$ cat src/sv/bsa_pkg.sv
package bsa_pkg;

  localparam int unsigned MAX_SLOTS = 256;
  localparam int unsigned WORD_BITS = 64;
  localparam int unsigned MAP_WORDS = MAX_SLOTS / WORD_BITS;
  localparam int unsigned WORD_IDX_W = $clog2(MAP_WORDS);
  localparam int unsigned BIT_IDX_W = $clog2(WORD_BITS);
  localparam int unsigned SLOT_W = 8;
  localparam int unsigned BSIZE_W = 9;
  localparam logic [BSIZE_W-1:0] BSIZE_RESET = BSIZE_W'(256);
  localparam logic [BSIZE_W-1:0] SLOT_CAP = BSIZE_W'(MAX_SLOTS);

  typedef enum logic {
    OP_ALLOC   = 1'b0,
    OP_RELEASE = 1'b1
  } op_e;

  typedef enum logic [1:0] {
    STAT_OK    = 2'd0,
    STAT_FULL  = 2'd1,
    STAT_RANGE = 2'd2
  } status_e;

  typedef enum logic {
    ST_IDLE = 1'b0,
    ST_SCAN = 1'b1
  } state_e;

  typedef struct packed {
    op_e                op;
    logic [SLOT_W-1:0]  slot_index;
  } req_t;

  typedef struct packed {
    status_e            status;
    logic [SLOT_W-1:0]  granted_slot;
    logic               is_full;
  } rsp_t;

endpackage

$ cat src/sv/bitmap_slot_allocator_core.sv
// Channel   | Ports                    | Handshake
// ----------+--------------------------+-------------------------------------
// request   | start, busy, req_i       | transfer when start && !busy
// result    | done_o, rsp_o            | one-cycle strobe, no backpressure
// config    | cfg_we_i, cfg_data_i     | slot count written when cfg_we_i
//
// After a request is accepted, busy stays high while the 64-bit map words are
// scanned in turn by one shared priority encoder and mask unit (4 words). The
// result strobe follows the last scan cycle. Reset sets every map bit free and
// the slot count to 256.
// The receiver cannot stall; a new request may be accepted while done_o is high.
module bitmap_slot_allocator_core
  import bsa_pkg::*;
(
  input  logic               clk_i,
  input  logic               rst_ni,
  input  logic               start,
  output logic               busy,
  input  req_t               req_i,
  output logic               done_o,
  output rsp_t               rsp_o,
  input  logic               cfg_we_i,
  input  logic [BSIZE_W-1:0] cfg_data_i
);

  state_e state_q, state_d;
  logic [WORD_IDX_W-1:0] cnt_q, cnt_d;
  logic [WORD_BITS-1:0] map_q [MAP_WORDS];
  logic [BSIZE_W-1:0] bsize_q;
  req_t req_q;
  rsp_t rsp_q, rsp_d;
  logic done_q, done_d;
  logic found_q, found_d;
  logic [SLOT_W-1:0] idx_q, idx_d;
  logic rest_q, rest_d;

  logic [BSIZE_W-1:0] lim;
  logic [WORD_BITS-1:0] word, mask, low1h;
  logic [BIT_IDX_W-1:0] enc;
  logic [BSIZE_W-WORD_IDX_W-BIT_IDX_W+WORD_IDX_W-1:0] lim_word;
  logic last;
  logic below_lim;
  logic wr_en, wr_val;
  logic [SLOT_W-1:0] wr_slot;

  assign lim = (bsize_q > SLOT_CAP) ? SLOT_CAP : bsize_q;
  assign lim_word = lim[BSIZE_W-1:BIT_IDX_W];
  assign word = map_q[cnt_q];
  assign low1h = word & (~word + WORD_BITS'(1));
  assign last = (cnt_q == WORD_IDX_W'(MAP_WORDS - 1));

  // priority encoder: lowest set bit of the current word
  always_comb begin
    enc = '0;
    for (int b = WORD_BITS - 1; b >= 0; b--) begin
      if (word[b]) begin
        enc = BIT_IDX_W'(b);
      end
    end
  end

  // bits of the current word that lie below the usable limit
  always_comb begin
    if (lim_word > 3'(cnt_q)) begin
      mask = '1;
    end else if (lim_word == 3'(cnt_q)) begin
      mask = (WORD_BITS'(1) << lim[BIT_IDX_W-1:0]) - WORD_BITS'(1);
    end else begin
      mask = '0;
    end
  end

  always_comb begin
    state_d = state_q;
    cnt_d = cnt_q;
    found_d = found_q;
    idx_d = idx_q;
    rest_d = rest_q;
    rsp_d = rsp_q;
    done_d = 1'b0;
    wr_en = 1'b0;
    wr_val = 1'b0;
    wr_slot = req_q.slot_index;
    below_lim = 1'b0;
    unique case (state_q)
      ST_IDLE: begin
        if (start) begin
          state_d = ST_SCAN;
          cnt_d = '0;
          found_d = 1'b0;
          idx_d = '0;
          rest_d = 1'b0;
        end
      end
      ST_SCAN: begin
        if (!found_q) begin
          if (word != '0) begin
            found_d = 1'b1;
            idx_d = {cnt_q, enc};
            rest_d = rest_q | (|(word & ~low1h & mask));
          end
        end else begin
          rest_d = rest_q | (|(word & mask));
        end
        cnt_d = cnt_q + WORD_IDX_W'(1);
        if (last) begin
          state_d = ST_IDLE;
          done_d = 1'b1;
          below_lim = found_d && ({1'b0, idx_d} < lim);
          rsp_d.granted_slot = '0;
          if (req_q.op == OP_ALLOC) begin
            if (below_lim) begin
              wr_en = 1'b1;
              wr_val = 1'b0;
              wr_slot = idx_d;
              rsp_d.status = STAT_OK;
              rsp_d.granted_slot = idx_d;
              rsp_d.is_full = !rest_d;
            end else begin
              rsp_d.status = STAT_FULL;
              rsp_d.is_full = 1'b1;
            end
          end else begin
            if ({1'b0, req_q.slot_index} < lim) begin
              wr_en = 1'b1;
              wr_val = 1'b1;
              rsp_d.status = STAT_OK;
              rsp_d.is_full = 1'b0;
            end else begin
              rsp_d.status = STAT_RANGE;
              rsp_d.is_full = !(below_lim || rest_d);
            end
          end
        end
      end
      default: state_d = ST_IDLE;
    endcase
  end

  always_ff @(posedge clk_i or negedge rst_ni) begin
    if (!rst_ni) begin
      state_q <= ST_IDLE;
      cnt_q <= '0;
      found_q <= 1'b0;
      rest_q <= 1'b0;
      done_q <= 1'b0;
      bsize_q <= BSIZE_RESET;
      for (int w = 0; w < MAP_WORDS; w++) begin
        map_q[w] <= '1;
      end
    end else begin
      state_q <= state_d;
      cnt_q <= cnt_d;
      found_q <= found_d;
      rest_q <= rest_d;
      done_q <= done_d;
      if (cfg_we_i) begin
        bsize_q <= cfg_data_i;
      end
      if (wr_en) begin
        map_q[wr_slot[SLOT_W-1:BIT_IDX_W]][wr_slot[BIT_IDX_W-1:0]] <= wr_val;
      end
    end
  end

  // payload registers
  always_ff @(posedge clk_i) begin
    idx_q <= idx_d;
    rsp_q <= rsp_d;
    if (start && !busy) begin
      req_q <= req_i;
    end
  end

  assign busy = (state_q != ST_IDLE);
  assign done_o = done_q;
  assign rsp_o = rsp_q;

  a_done_after_scan: assert property (@(posedge clk_i) disable iff (!rst_ni)
    done_o |-> $past(state_q == ST_SCAN && last))
    else $error("result strobe without a finished scan");

  a_single_strobe: assert property (@(posedge clk_i) disable iff (!rst_ni)
    done_o |=> !done_o)
    else $error("result strobe longer than one cycle");

  a_grant_valid: assert property (@(posedge clk_i) disable iff (!rst_ni)
    done_o && req_q.op == OP_ALLOC && rsp_o.status == STAT_OK |->
      ({1'b0, rsp_o.granted_slot} < lim) &&
      !map_q[rsp_o.granted_slot[SLOT_W-1:BIT_IDX_W]][rsp_o.granted_slot[BIT_IDX_W-1:0]])
    else $error("granted slot out of limit or still free");

  a_release_sets: assert property (@(posedge clk_i) disable iff (!rst_ni)
    done_o && req_q.op == OP_RELEASE && rsp_o.status == STAT_OK |->
      !rsp_o.is_full &&
      map_q[req_q.slot_index[SLOT_W-1:BIT_IDX_W]][req_q.slot_index[BIT_IDX_W-1:0]])
    else $error("released slot not marked free");

endmodule
$ cat config.mk
export PLATFORM = sky130hd
export DESIGN_NAME = bitmap_slot_allocator_core
export DESIGN_NICKNAME = d
export VERILOG_FILES = /design/src/sv/bsa_pkg.sv /design/src/sv/bitmap_slot_allocator_core.sv
export SDC_FILE = /design/constraint.sdc
export NUM_CORES = 1
export LEC_CHECK = 0
export BUFFER_PORTS_ARGS = -buffer_cell sky130_fd_sc_hd__clkbuf_2
export CORE_MARGIN = 1.5
export CORE_UTILIZATION = 25
export CTS_CLUSTER_SIZE = 14
export DETAILED_ROUTE_END_ITERATION = 7
export PLACE_DENSITY_LB_ADDON = 0.15
export REMOVE_ABC_BUFFERS = 1
export SYNTH_ARGS = -nofsm -noshare
export SYNTH_HDL_FRONTEND = slang
export SYNTH_SLANG_ARGS = --single-unit
$ cat constraint.sdc
create_clock -name clk_i -period 7.18 [get_ports clk_i]
set_input_delay 1.077 -clock clk_i [delete_from_list [all_inputs] [get_ports clk_i]]
set_output_delay 1.077 -clock clk_i [all_outputs]
set_load 0.005 [all_outputs]
# == Word-level counts from Yosys, hierarchy flattened ==
# Index checks and enable logic that the tools add are counted.
# word_totals
register_bits,299
word_cells,171
input_bits,22
# classes
n_reduce_logical,13
n_addsub,3
bitwise,12
n_mux,114
shift,1
n_eq_ne,3
magnitude_cmp,9
# op_table
operator,n
two-way mux 6 bit,64
two-way mux 64 bit,5
AND 64 bit,4
bitwise mux 256 bit,1
binary-select mux 64 bit (select 2 bit),1
demux 64 bit (select 2 bit),1
inverter 64 bit,2
OR reduction 64 bit,2
"adder 64 x 1 -> 64 bit, second input constant",1
two-way mux 8 bit,8
nonzero test 64 bit,1
"left shift 1 x 6 -> 64 bit, first input constant",1
"subtractor 64 x 2 -> 64 bit, second input constant",1
two-way mux 1 bit,24
less-than comparator 8 x 9 -> 1 bit,2
case mux 8 bit (2 select lines),1
"greater-than comparator 9 bit, second input constant",1
two-way mux 9 bit,1
"less-than comparator 6 x 7 -> 1 bit, second input constant",1
demux 1 bit (select 6 bit),1
">= comparator 3 bit, second input constant",2
">= comparator 6 x 1 -> 1 bit, second input constant",1
two-way mux 2 bit,3
inverter 2 -> 3 bit,2
15 further kinds,24

# == Longest topological paths before layout ==
# Gate-level depths: netlist of the first run.
# logic_depth
word_depth,84
depth_mapped,27

# == Least setup slack after synthesis of the first run ==
# No wires, ideal clock.
# synth_timing
path_kind,reg2reg
startpoint,register cnt_q[1]
endpoint,register map_q[250] (netlist bit)
path_stages_with_launch,23
arrival_time_ps,6273
slack_ps,825
path_cell_list,dfrtp_1 buf_1 clkbuf_1 mux4_2 or4_1 nor4_2 a41oi_2 clkbuf_1 a31oi_1 ha_1 a21o_1 a21o_1 a21oi_1 o211ai_1 o2bb2ai_1 nor4_1 a21oi_2 buf_6 buf_6 or3_4 o22ai_4 nand2_2 mux2_4
# synth_between
elab_chain_cells,84
# synth_rtl
element,line,rtl
from (decl),bitmap_slot_allocator_core.sv:27,"logic [WORD_IDX_W-1:0] cnt_q, cnt_d;"
from (signal assigned),bitmap_slot_allocator_core.sv:153,cnt_q <= cnt_d;
inverter 2 -> 3 bit (implied by the code),bitmap_slot_allocator_core.sv:48,assign word = map_q[cnt_q];
binary-select mux 64 bit (select 2 bit),bitmap_slot_allocator_core.sv:48,
two-way mux 64 bit (implied by the code) (2 in series),bitmap_slot_allocator_core.sv:48,
two-way mux 6 bit (64 in series),bitmap_slot_allocator_core.sv:56,if (word[b]) begin
two-way mux 8 bit,bitmap_slot_allocator_core.sv:97,if (word != '0) begin
two-way mux 8 bit,bitmap_slot_allocator_core.sv:96,if (!found_q) begin
two-way mux 8 bit,bitmap_slot_allocator_core.sv:85,unique case (state_q)
less-than comparator 8 x 9 -> 1 bit,bitmap_slot_allocator_core.sv:109,"below_lim = found_d && ({1'b0, idx_d} < lim);"
[... 4 more ...],-,
two-way mux 8 bit,bitmap_slot_allocator_core.sv:85,
less-than comparator 6 x 7 -> 1 bit (implied by the code) / >= comparator 6 x 1 -> 1 bit (equally long branches),bitmap_slot_allocator_core.sv:161,map_q[wr_slot[SLOT_W-1:BIT_IDX_W]][wr_slot[BIT_IDX_W-1:0]] <= wr_val;
logical AND 1 bit (implied by the code),bitmap_slot_allocator_core.sv:161,
two-way mux 1 bit (implied by the code),bitmap_slot_allocator_core.sv:161,
demux 1 bit (select 6 bit),bitmap_slot_allocator_core.sv:161,
two-way mux 64 bit (implied by the code),bitmap_slot_allocator_core.sv:161,
demux 64 bit (select 2 bit),bitmap_slot_allocator_core.sv:161,
bitwise mux 256 bit,bitmap_slot_allocator_core.sv:161,
"to (signal, indexed assignment)",bitmap_slot_allocator_core.sv:161,
to (decl),bitmap_slot_allocator_core.sv:28,logic [WORD_BITS-1:0] map_q [MAP_WORDS];
# Parallel ways exist; a longest one is shown, timed or not. The select of a mux whose other input is x is not followed.
# A chain may end at the register's enable or synchronous reset.

# == Worst setup path after layout of the first run ==
# layout_timing
startpoint,register cnt_q[0]
endpoint,register map_q[7] (netlist bit)
# The elaborated chain is that of the path after synthesis.

==> impl_metrics.yaml, run 1 <==
cts:
  clock_path_buffers: 3
  clk_latency_ns: 0.56
  hold_buffers: 0
  ctsResizeCount: 0
  cts_buffers: 38
  postCtsSetupBuffers: 0
  cts_sinks: 299
  htreeDepth: 2
  cts.clk_slew.worst_paths_ns: 0.06
  cts_root_buffer: "clkbuf_16"
  tritoncts: "built"
global_routing:
  grt_pass1_vias: 16300
  antenna_found_initial: 3
  grt.overflow.total: 0
  grt_max_degree: 164
  grt_pass1_wl_mm: 115
  track_usage_pct: 19.4
synth:
  ys_seq_elements: 299
  synth_ff_type: "dfstp_2"
  synthCells: 1857
  synth-compound-area-share_pct: 15.5
  synth_top_family_by_area: "multiplexers"
  synth.avg_cell_area_um2: 10.5
  yosys_warnings: 0
  synthMuxAreaShare_pct: 20.8
  synth_adder_area_share_pct: 1.16
  synth-edff-count: 28
  ys_async_sr_fraction_pct: 90.6
  ys_seq_area_share_pct: 40.9
  ys_types: 90
  netlist_area_um2: 19400
  synth-xor-area-share_pct: 0.451
  yosys.area_share.simple_pct: 17.4
timing:
  fin_worst_hold_slack_ns: 0.490
  finClkSkew_ns: 0.0188
  timing.final.crit_share_pct: 94.8
  tightest_slew_ns: 1.02
  layout_setup_ws_ns: 0.376
  hold_viol: 0
  rsz0062_at_grt: "false"
  max_freq_ghz: 0.147
  slew_headroom_pct: 31.8
  period_minus_slack_ns: 6.80
  finalSetupViolCount: 0
  report.final.slew_viol_count: 0
route:
  drt-total-wl_mm: 77.0
  drt-initial-drc-count: 1499
  highest_layer: "met4"
  vias_per_cell: 5.39
  drtPass1Iterations: 6
  wl_met1_mm: 35.9
  ant_nets: 0
  dr_total_vias: 16000
  dr_wl_met3_mm: 3.43
  wire_per_inst_um: 25.9
  remaining_drc_errors: 0
  wl_met2_mm: 35.8
job:
  cap_violations: 0
floorplan:
  ioPinCount: 35
  fp.dieW_um: 282
  core_region_area_um2: 77200
  placement_rows: 102
  dieArea_um2: 79400
  die_height_um: 282
  start_util_pct: 25.2
final_layout:
  final_core_util_pct: 29.3
  drive_gt1_share_pct: 37.5
  nNetsFinal: 1939
  area.growth.synth_to_final_pct: 16.3
  fillCellCount: 7944
pwr:
  pwr-share-clk_pct: 33.7
  p_int_mw: 3.42
  switching_share_pct: 36.7
  p_sw_mw: 1.98
  power.density_nw_per_um2: 239
  peakVddDrop_uv: 179
  p_leak_nw: 8.34
  pwr-share-seq_pct: 35.6
  p_comb_share_pct: 30.7
worst_hold_path:
  min_path_type: "reg -> reg"
  hold-path-cell-count: 2
critical_path:
  setup.worst_path.start_class: "flip-flop"
  worstPathRequired_ns: 7.66
  crit_path_end_kind: "flip-flop"
  cp_max_fo: 34
  arrival_ns: 7.29
  critical_path_class: "reg -> reg"
  rr_worst_depth: 19
placement:
  gp_congestion: 0.912
  dpl.hpwl_mm: 54.8
  pre_cts_ws_ns: 0.387
  port_buffers: 34
run_status:
  status: "complete, no violations"
## state kept, by name (all words and copies together) (netlist names)
name     flops
found_q      1
busy         1
rest_q       1
bsize_q      9
cnt_q        2
map_q      256
done_o       1
rsp_o       11
req_q        9
idx_q        8
## layout by cell type (no fill, tap or decap), types with 18 or more instances in the layout
master	count
nor3_1	41
inv_1	26
nand3_1	29
o211ai_1	22
mux4_2	64
o21ai_0	104
buf_4	100
mux2_2	112
nor2b_1	57
nand2b_1	23
or3_1	19
clkbuf_2	33
ha_1	18
a21oi_1	49
or4_1	24
nor4_1	21
nand2_1	230
o41ai_1	47
dfstp_2	257
mux2_1	106
nor2_1	85
clkbuf_16	38
edfxtp_1	28
## worst max-delay path: stages (launching register included)
cell and delay [ns]:
dfrtp_4 0.54, buf_12 0.31, mux4_2 0.69, or4_1 0.72, or4_1 0.57, a311oi_1 0.42
buf_4 0.19, o2bb2ai_1 0.11, ha_1 0.34, a21o_1 0.17, a21oi_1 0.16, o211ai_1 0.12
o2bb2ai_1 0.15, buf_4 0.18, or4_1 0.54, o32a_1 0.52, a21oi_1 0.35, buf_4 0.23
nand2_1 0.07, mux2_1 0.32
## stage by stage
stage / std cells / instance area, um^2 / setup TNS, ns / total power [mW]
finish: 2970 / 22600 / 0 / 5.40
floorplan: 1711 / 18800 / -682.45 / 2.81
CTS: 2967 / 22600 / 0 / 5.47
global route: 2967 / 22600 / 0 / 5.67
detailed placement: 2899 / 21400 / 0 / 3.60
global placement: 2899 / 21400 / 0 / 3.61
## worst paths after layout
kind / start / to / slack, ns
setup / recovery: cnt_q[0] / map_q[7] / 0.38
hold / removal: map_q[229] / map_q[229] / 0.49
setup reg to reg: cnt_q[0] / map_q[7] / 0.38
hold reg to reg: map_q[229] / map_q[229] / 0.49
max in group asynchronous: rst_ni / cnt_q[0] / 4.99
min in group asynchronous: rst_ni / bsize_q[5] / 0.63
## logic make-up (layout without fill, tap and decap cells)
logic type	after synthesis	after routing
AO/OA/AOI/OAI	415	415
XOR/XNOR	10	10
adder cells (fa/ha/maj)	18	18
buffers and inverters	172	242
flip-flops	299	299
multiplexers	294	294
other	0	3
AND/OR/NAND/NOR	649	649
## Yosys cell counts, types with 8 or more instances
master / count / area [um^2]
a211oi_1: 14 / 105
a21o_1: 17 / 128
a21oi_1: 49 / 245
a31oi_1: 17 / 106
and2_1: 15 / 93.8
and3_1: 8 / 50.1
buf_1: 8 / 30.0
buf_2: 13 / 65.1
clkbuf_1: 115 / 432
dfrtp_1: 14 / 350
dfstp_2: 257 / 6750
edfxtp_1: 28 / 841
ha_1: 18 / 225
inv_1: 26 / 97.6
mux2_1: 106 / 1190
mux2_2: 112 / 1260
mux4_2: 64 / 1440
nand2_1: 231 / 867
nand2_2: 16 / 100
nand2b_1: 23 / 144
nand3_1: 29 / 145
nand4_1: 16 / 100
nor2_1: 86 / 323
nor2b_1: 57 / 357
nor3_1: 41 / 205
nor4_1: 21 / 131
o2111ai_1: 8 / 70.1
o211a_1: 8 / 80.1
o211ai_1: 22 / 165
o21a_1: 13 / 97.6
o21ai_0: 105 / 526
o22ai_1: 9 / 56.3
o31ai_1: 8 / 60.1
o41ai_1: 47 / 412
or2_2: 14 / 87.6
or3_1: 19 / 119
or4_1: 24 / 180
## per-layer routing
| metal | up-vias | GRT usage (%) |
|---|---|---|
| li1 | 7111 | - |
| met4 | 0 | 5.22 |
| met5 | - | 0 |
| met2 | 460 | 31.6 |
| met3 | 99 | 2.17 |
| met1 | 8335 | 27.2 |
## layout make-up
class	instances	area [um^2]	share of cell area, %
clock inverters	13	101	0.449
flip-flops and latches	299	7950	35.2
diodes	3	7.51	0.0332
well taps	1040	1300	5.76
repair buffers	148	1210	5.36
clock buffers	55	1080	4.80
multi-input cells	1386	10800	48.0
inverters	26	97.6	0.432
## power groups by stage
stage	registers [mW]	clock network, mW	logic [mW]
2_1_floorplan	2.01	0	0.796
3_3_place_gp	1.95	0	1.66
3_5_place_dp	1.95	0	1.65
4_1_cts	1.93	1.89	1.66
5_1_grt	1.94	1.95	1.78
6_report	1.92	1.82	1.66
No activity file was read; power rests on OpenSTA's default activity.
==> inputs of run 2 (changes only) <==
--- a/config.mk
+++ b/config.mk
@@ -8,6 +8,7 @@
 export BUFFER_PORTS_ARGS = -buffer_cell sky130_fd_sc_hd__clkbuf_2
 export CORE_MARGIN = 1.5
 export CORE_UTILIZATION = 25
+export CTS_BUF_LIST = sky130_fd_sc_hd__clkbuf_8
 export CTS_CLUSTER_SIZE = 14
 export DETAILED_ROUTE_END_ITERATION = 7
 export PLACE_DENSITY_LB_ADDON = 0.15
==> impl_metrics.yaml, run 2 (synthesis gave the netlist of run 1 again) <==
timing:
  slew_headroom_pct: 30.3
  hold_viol: 0
  finClkSkew_ns: 0.0515
  fin_worst_hold_slack_ns: 0.492
  rsz0062_at_grt: "false"
  layout_setup_ws_ns: 0.321
  max_freq_ghz: 0.146
  finalSetupViolCount: 0
  timing.final.crit_share_pct: 95.5
  report.final.slew_viol_count: 0
  period_minus_slack_ns: 6.86
  tightest_slew_ns: 1.04
cts:
  postCtsSetupBuffers: 0
  cts_root_buffer: "clkbuf_8"
  ctsResizeCount: 0
  clock_path_buffers: 3
  htreeDepth: 2
  hold_buffers: 0
  cts_sinks: 299
  clk_latency_ns: 0.68
  cts_buffers: 56
  cts.clk_slew.worst_paths_ns: 0.06
  tritoncts: "built"
global_routing:
  grt_max_degree: 164
  grt.overflow.total: 0
  grt_pass1_vias: 16500
  grt_pass1_wl_mm: 115
  antenna_found_initial: 3
  track_usage_pct: 19.6
pwr:
  p_int_mw: 3.31
  switching_share_pct: 37.8
  p_leak_nw: 8.45
  p_total_mw: 5.32
  p_sw_mw: 2.01
  pwr-share-clk_pct: 32.7
  p_comb_share_pct: 31.1
  pwr-share-seq_pct: 36.2
  peakVddDrop_uv: 168
  power.density_nw_per_um2: 236
run_status:
  status: "complete, no violations"
final_layout:
  instances_no_fill: 3005
  final_core_util_pct: 29.2
  nNetsFinal: 1957
  regMostFlops: "map_q"
  mostFrequentLayoutCells: "dfstp_2 (257), nand2_1 (230), mux2_2 (112), mux2_1 (106), o21ai_0 (104)"
  fillCellCount: 7973
  layout_commonest_cell: "dfstp_2"
  area.growth.synth_to_final_pct: 16.2
  largest_reg_flops: 256
  drive_gt1_share_pct: 38.1
placement:
  dp.cells: 2899
  gp_congestion: 0.912
  dpl.hpwl_mm: 54.8
  pre_cts_ws_ns: 0.387
  port_buffers: 34
worst_hold_path:
  min_path_type: "reg -> reg"
critical_path:
  cp_max_fo: 34
  path_cells: "buf_12 -> mux4_2 -> or4_1 -> or4_1 -> a311oi_1 -> buf_4 -> o2bb2ai_1 -> ha_1 -> a21o_1 -> a21oi_1 -> o211ai_1 -> o2bb2ai_1 -> buf_4 -> or4_1 -> o32a_1 -> a21oi_2 -> buf_4 -> nand2_1 -> mux2_1"
  r2r_slack_ns: 0.32
  crit_buf_inv: 4
  critical_path_class: "reg -> reg"
  worstPathRequired_ns: 7.75
  slowest_stage: "or4_1"
  cpPeakStageDelay_ns: 0.72
  arrival_ns: 7.43
  critPathTopFamily: "compound AO/OA/AOI/OAI gates"
  crit_path_end_kind: "flip-flop"
  setup.worst_path.start_class: "flip-flop"
route:
  wire_per_inst_um: 25.8
  drtPass1Iterations: 6
  drt-total-wl_mm: 77.4
  vias_per_cell: 5.37
  ant_nets: 0
  drt-initial-drc-count: 1502
  dr_total_vias: 16200
  remaining_drc_errors: 0
floorplan:
  ioPinCount: 35
  core_region_area_um2: 77200
  fp.dieW_um: 282
  start_util_pct: 25.2
  placement_rows: 102
  die_height_um: 282
  dieArea_um2: 79400
job:
  cap_violations: 0
==> run 2: cell types whose count changed in the layout (fill, tap and decap cells not counted), sizes merged <==
cell | previous run | this run
diode | 3 | 2
bufinv | 0 | 2
clkinv | 8 | 10
clkbuf | 88 | 102
inv | 28 | 48
clkinvlp | 3 | 1
==> run 2: layout make-up <==
type / instances / area, um^2 / share of cell area, %
well taps: 1040 / 1300 / 5.77
inverters: 26 / 97.6 / 0.433
diodes: 2 / 5.00 / 0.0222
clock inverters: 35 / 224 / 0.993
repair buffers: 148 / 1210 / 5.37
multi-input cells: 1386 / 10800 / 48.0
flip-flops and latches: 299 / 7950 / 35.2
clock buffers: 69 / 950 / 4.21
==> run 2: per-stage QoR <==
stage          cell area (um^2)  TNS (ns)
6_report                  22600         0
5_1_grt                   22600         0
4_1_cts                   22600         0
3_5_place_dp              21400         0
3_3_place_gp              21400         0
2_1_floorplan             18800   -682.45
==> run 2: power by group through the flow <==
stage	combinational [mW]	sequential, mW	clock [mW]
global route	1.78	1.94	1.88
floorplan	0.796	2.01	0
CTS	1.66	1.93	1.81
global placement	1.66	1.95	0
finish	1.65	1.92	1.74
detailed placement	1.65	1.95	0
==> run 2: final timing paths <==
check | cells past startpoint | startpoint | end
setup / recovery | 19 | cnt_q[0] | map_q[107]
hold / removal | 2 | map_q[229] | map_q[229]
setup reg to reg | 19 | cnt_q[0] | map_q[107]
hold reg to reg | 2 | map_q[229] | map_q[229]
max in group asynchronous | 2 | rst_ni | cnt_q[0]
min in group asynchronous | 1 | rst_ni | bsize_q[0]
==> run 2: per-layer routing <==
layer  GRT usage [%]  share of wire [%]
met1            27.3                 46
met5               0              0.017
met3            2.33                4.3
met2            31.6                 46
met4            5.82                2.7
==> run 2: tightest hold or removal path: stages, from the launching register on <==
cell and delay [ns]:
dfstp_2 0.36, o21ai_0 0.06, o41ai_1 0.07
